File: config.mk
export PLATFORM = sky130hd
export DESIGN_NAME = fir_tree
export DESIGN_NICKNAME = d
export VERILOG_FILES = /design/src/rtl/core/fir_pkg.sv /design/src/rtl/core/fir_tree.sv
export SDC_FILE = /design/constraint.sdc
export NUM_CORES = 2
export LEC_CHECK = 0
export BUFFER_PORTS_ARGS = -buffer_cell sky130_fd_sc_hd__buf_2
export CAP_MARGIN = 20
export CELL_PAD_IN_SITES_DETAIL_PLACEMENT = 0
export CELL_PAD_IN_SITES_GLOBAL_PLACEMENT = 1
export CORE_AREA = 2 2 511 513
export CTS_CLUSTER_SIZE = 40
export DETAILED_ROUTE_END_ITERATION = 10
export DIE_AREA = 0 0 513 515
export PLACE_DENSITY = 0.77
export SLEW_MARGIN = 15
export SYNTH_ARGS = -nofsm -noshare
export SYNTH_HDL_FRONTEND = slang
export SYNTH_SLANG_ARGS = --single-unit
File: constraint.sdc
create_clock -name clk -period 7.57 [get_ports clk]
set_input_delay 0.3785 -clock clk [delete_from_list [all_inputs] [get_ports clk]]
set_output_delay 0.3785 -clock clk [all_outputs]
set_load 0.005 [all_outputs]
File: src/rtl/core/fir_pkg.sv
// ----------------------------------------------------------------------------
// fir_pkg: shared definitions for the full-convolution FIR filter
// Field widths, defaults, command codes and the pipeline tag type.
// ----------------------------------------------------------------------------
`default_nettype none

package fir_pkg;

  // Defaults for the top-level parameters
  localparam int NUM_TAPS_DEF    = 33;
  localparam int SAMPLE_BITS_DEF = 16;

  // Fixed field widths
  localparam int RESULT_BITS     = 38;
  localparam int TAP_COUNT_BITS  = 6;
  localparam int TAP_INDEX_BITS  = 6;

  localparam logic [TAP_COUNT_BITS-1:0] TAP_COUNT_RESET = 6'd33;

  // Command codes carried in the cmd field
  localparam logic CMD_LOAD_TAP = 1'b0;
  localparam logic CMD_SAMPLE   = 1'b1;

  // Control that travels alongside each sum through the pipeline
  typedef struct packed {
    logic vld;
    logic last;
  } fir_tag_t;

endpackage

`default_nettype wire

File: src/rtl/core/fir_tree.sv
// ----------------------------------------------------------------------------
// fir_tree: registered adder tree
// Sums the registered products pairwise, one register level per add level.
// ----------------------------------------------------------------------------
`default_nettype none

module fir_tree
  import fir_pkg::*;
  #(
    parameter int NUM_TAPS = NUM_TAPS_DEF
  )
  (
    input  wire logic                          clk,
    input  wire logic                          rst,
    input  wire logic                          enable,
    input  wire logic signed [RESULT_BITS-1:0] prod [NUM_TAPS],
    input  wire fir_tag_t                      in_tag,
    output logic signed [RESULT_BITS-1:0]      sum,
    output fir_tag_t                           out_tag
  );

  localparam int LEVELS = $clog2(NUM_TAPS);
  localparam int LEAVES = 1 << LEVELS;
  localparam int NODES  = 2 * LEAVES - 1;
  localparam int INNER  = (LEAVES > 1) ? LEAVES - 1 : 1;
  localparam int TAGS   = (LEVELS > 0) ? LEVELS : 1;

  // Heap layout: node n has children 2n+1 and 2n+2, leaves at the end
  logic signed [RESULT_BITS-1:0] node_val [NODES];
  logic signed [RESULT_BITS-1:0] node_q   [INNER];
  fir_tag_t                      tag_pipe [TAGS];

  genvar n;
  generate
    for (n = 0; n < NODES; n++) begin : g_node
      if (n >= LEAVES - 1) begin : g_leaf
        if (n - (LEAVES - 1) < NUM_TAPS) begin : g_used
          assign node_val[n] = prod[n - (LEAVES - 1)];
        end else begin : g_pad
          assign node_val[n] = '0;
        end
      end else begin : g_inner
        assign node_val[n] = node_q[n];
      end
    end
  endgenerate

  // Inner node registers
  always_ff @(posedge clk) begin
    if (enable) begin
      for (int i = 0; i < LEAVES - 1; i++) begin
        node_q[i] <= node_val[2*i+1] + node_val[2*i+2];
      end
    end
  end

  // Tag follows the sum level by level
  generate
    if (LEVELS > 0) begin : g_tags
      always_ff @(posedge clk) begin
        if (rst) begin
          for (int l = 0; l < LEVELS; l++) begin
            tag_pipe[l] <= '0;
          end
        end else if (enable) begin
          tag_pipe[0] <= in_tag;
          for (int l = 1; l < LEVELS; l++) begin
            tag_pipe[l] <= tag_pipe[l-1];
          end
        end
      end
      assign out_tag = tag_pipe[LEVELS-1];
    end else begin : g_no_tags
      assign out_tag = in_tag;
    end
  endgenerate

  assign sum = node_val[0];

endmodule

`default_nettype wire

==> flow_summary.json <==
{
  "status": "finished with violations",
  "violations": "negative hold slack",
  "synth-compound-area-share": 0.220,
  "synth_top_family_by_area": "compound AO/OA/AOI/OAI gates",
  "hold_viol": 1,
  "routabilityCongestion": 0.982,
  "detail_route.wl_per_cell_um": 23.4,
  "clock-sinks": 1418,
  "tritoncts": "done",
  "synthFlopType": "edfxtp_1",
  "ctsHtreeMaxLevel": 4,
  "crit_slowest_cell": "a31oi_1",
  "synth_edf_count": 1418,
  "drv_cap": 0,
  "yosys.cell_count.top_type": "edfxtp_1",
  "root_buffer": "clkbuf_16",
  "period_share": 0.533,
  "overflow": 0,
  "hold_path.class": "in2reg",
  "grt_antenna_before_repair": 119,
  "io_pins": 1299,
  "synth_top_area_frac": 0.411,
  "dieWidth_um": 513,
  "synth_fa_ha_area_frac": 0.149,
  "path_class": "reg2reg",
  "crit_family": "compound AO/OA/AOI/OAI gates",
  "num_vias": 85200,
  "synth_area_um2": 104000,
  "track_usage": 0.255,
  "postCtsResizedCells": 0,
  "setup.worst_path.start": "node_q[1][38]$_DFFE_PP_",
  "synth_cell_type_count": 91,
  "yosys-top-cells-count": "edfxtp_1, ha_1, a21oi_1",
  "initialDrtViolationCount": 6691,
  "ys_ff_latch": 1418,
  "power_density_nw_per_um2": 351,
  "hpwl_um": 291000,
  "cp-start-kind": "flop",
  "ir_drop_mv": 0.227,
  "fmax_ghz": 0.248,
  "clockBufferDepth": 3,
  "clock_latency_ns": 0.83,
  "worstPathMaxFanout": 4,
  "path_clk_slew_ns": 0.07,
  "grt_max_degree": 173,
  "endpoint_kind": "flop",
  "r2r-start": "node_q[1][38]$_DFFE_PP_",
  "dpl.cell_count": 14500,
  "yosys-top-cells-area": "edfxtp_1, ha_1, xnor2_1",
  "rsz0062_at_grt": "false",
  "yosysSeqAreaShare": 0.411,
  "clock_skew_ns": 0.0436,
  "vias_per_cell": 5.69,
  "numCtsBuffers": 164,
  "p_leak_uw": 0.0518,
  "syn_to_final_growth_pct": 16.1,
  "synthMuxAreaShare": 0,
  "nets": 13900,
  "synth_xor_area_frac": 0.0927,
  "yosys_warnings": 0,
  "crit_chain": "ha_1 -> fa_1 -> a21oi_1 -> o21ai_0 -> a21bo_2 -> a211oi_1 -> o21bai_1 -> a41o_1 -> a31oi_1 -> o21ai_0 -> a41oi_1 -> xnor2_1",
  "setup_viol_count_final": 0,
  "initial_utilization": 0.401,
  "coreArea_um2": 259000,
  "grt_pass1_vias": 82400,
  "design.die.area_um2": 264000,
  "yosysTopAreaCell": "edfxtp_1",
  "drc": 0,
  "syn-num-nets": 12600,
  "tightest_slew_ns": 1.23,
  "slowest_delay_ns": 0.44,
  "cp.required_ns": 8.14,
  "relSlewSlack": 0.180,
  "drv_slew": 0,
  "routed_wl_um": 350000,
  "min_from": "enable",
  "synthCells": 10100,
  "synthSimpleGateAreaFrac": 0.104,
  "io_buffers": 1298,
  "layoutNonFillerInstCount": 15000,
  "worst_ep_arrival_time_ns": 4.61,
  "rows": 187,
  "min_period_ns": 4.03,
  "ant_nets": 0,
  "fin_hold_ws_ns": -0.0155,
  "first_pass_iters": 6,
  "crit_path_frequent_cell": "o21ai_0",
  "fin_tns_setup_ns": 0,
  "p_total_uw": 42200,
  "path_buf_inv": 0,
  "syn_area_per_cell_um2": 10.3,
  "ys_async_sr_fraction": 0,
  "die_h_um": 515,
  "grt_pass1_wl_um": 514000,
  "drive_gt1_frac": 0.142
}
-- power breakdown --
| group | total (uW) | internal (uW) | switching [uW] |
|---|---|---|---|
| clock network | 8190 | 4710 | 3480 |
| registers | 13500 | 12200 | 1250 |
| logic | 20500 | 8250 | 12300 |
-- routing by layer --
metal | global-route usage | vias to the layer above | part of all wire
li1 | - | 40900 | -
met1 | 0.350 | 40900 | 0.45
met2 | 0.411 | 2777 | 0.45
met3 | 0.0432 | 541 | 0.061
met4 | 0.0732 | 88 | 0.031
met5 | 0 | - | 0.0017
-- cell type report --
cell class | count | area, um2
Inverter | 336 | 1260
Tap cell | 3402 | 4260
Clock inverter | 108 | 1400
Sequential cell | 1418 | 42600
Multi-Input combinational cell | 8060 | 58600
Antenna cell | 40 | 100
Fill cell | 24200 | 138000
Clock buffer | 195 | 4220
Timing Repair Buffer | 1427 | 7830
-- placed cells by master (no fill, tap or decap), drive strengths merged, types with 40 or more instances in the layout --
master | synthesis | final
edfxtp | 1418 | 1418
buf | 45 | 1316
ha | 1184 | 1184
a21oi | 1093 | 1093
xnor2 | 751 | 751
a21o | 751 | 751
o21ai | 618 | 618
nand2 | 552 | 552
nor2 | 543 | 543
xor2 | 345 | 345
inv | 336 | 341
nand3 | 245 | 245
clkbuf | 222 | 195
a31oi | 162 | 162
nor2b | 161 | 161
and3 | 148 | 148
o21a | 139 | 139
o21bai | 135 | 135
nor3 | 124 | 124
nand2b | 124 | 124
nand4 | 118 | 118
dlygate4sd3 | 0 | 111
a211oi | 102 | 102
o211ai | 75 | 75
and2 | 68 | 68
clkinv | 0 | 67
o31ai | 66 | 66
a221oi | 41 | 41
diode | 0 | 40
-- logic make-up after synthesis --
logic type	count (synthesis)
flops	1418
xor+xnor	1096
simple gates	2207
fa+ha+maj	1216
compound gates	3541
buf+inv	603
-- path summary, 6_finish.rpt --
check                                                end  slack, ns  cells past startpoint
worst max-delay path            node_q[0][644]$_DFFE_PP_       3.54                     12
worst min-delay path            node_q[1][489]$_DFFE_PP_      -0.02                      1
worst max register to register  node_q[0][644]$_DFFE_PP_       3.54                     12
worst min register to register  node_q[0][424]$_DFFE_PP_       0.41                      0
-- flip-flops by register name, summed over array words and instances, names as in the netlist --
register,count
node_q,1406
tag_pipe,12
-- timing repair --
| item | CTS | global route |
|---|---|---|
| buffers inserted | 0 | 0 |
| hold buffers | 111 | 0 |
| endpoints found under the hold margin | 82 | 0 |
-- through the flow --
stage                      util  setup WS (ns)  cell area [um2]
after floorplan               -           4.18           104000
after global placement    0.439           3.42           113000
after detailed placement  0.439           3.43           113000
after CTS                 0.465           3.62           120000
after global routing      0.465           3.29           120000
final                     0.465           3.54           120000
Power figures use the tool's default switching activity.
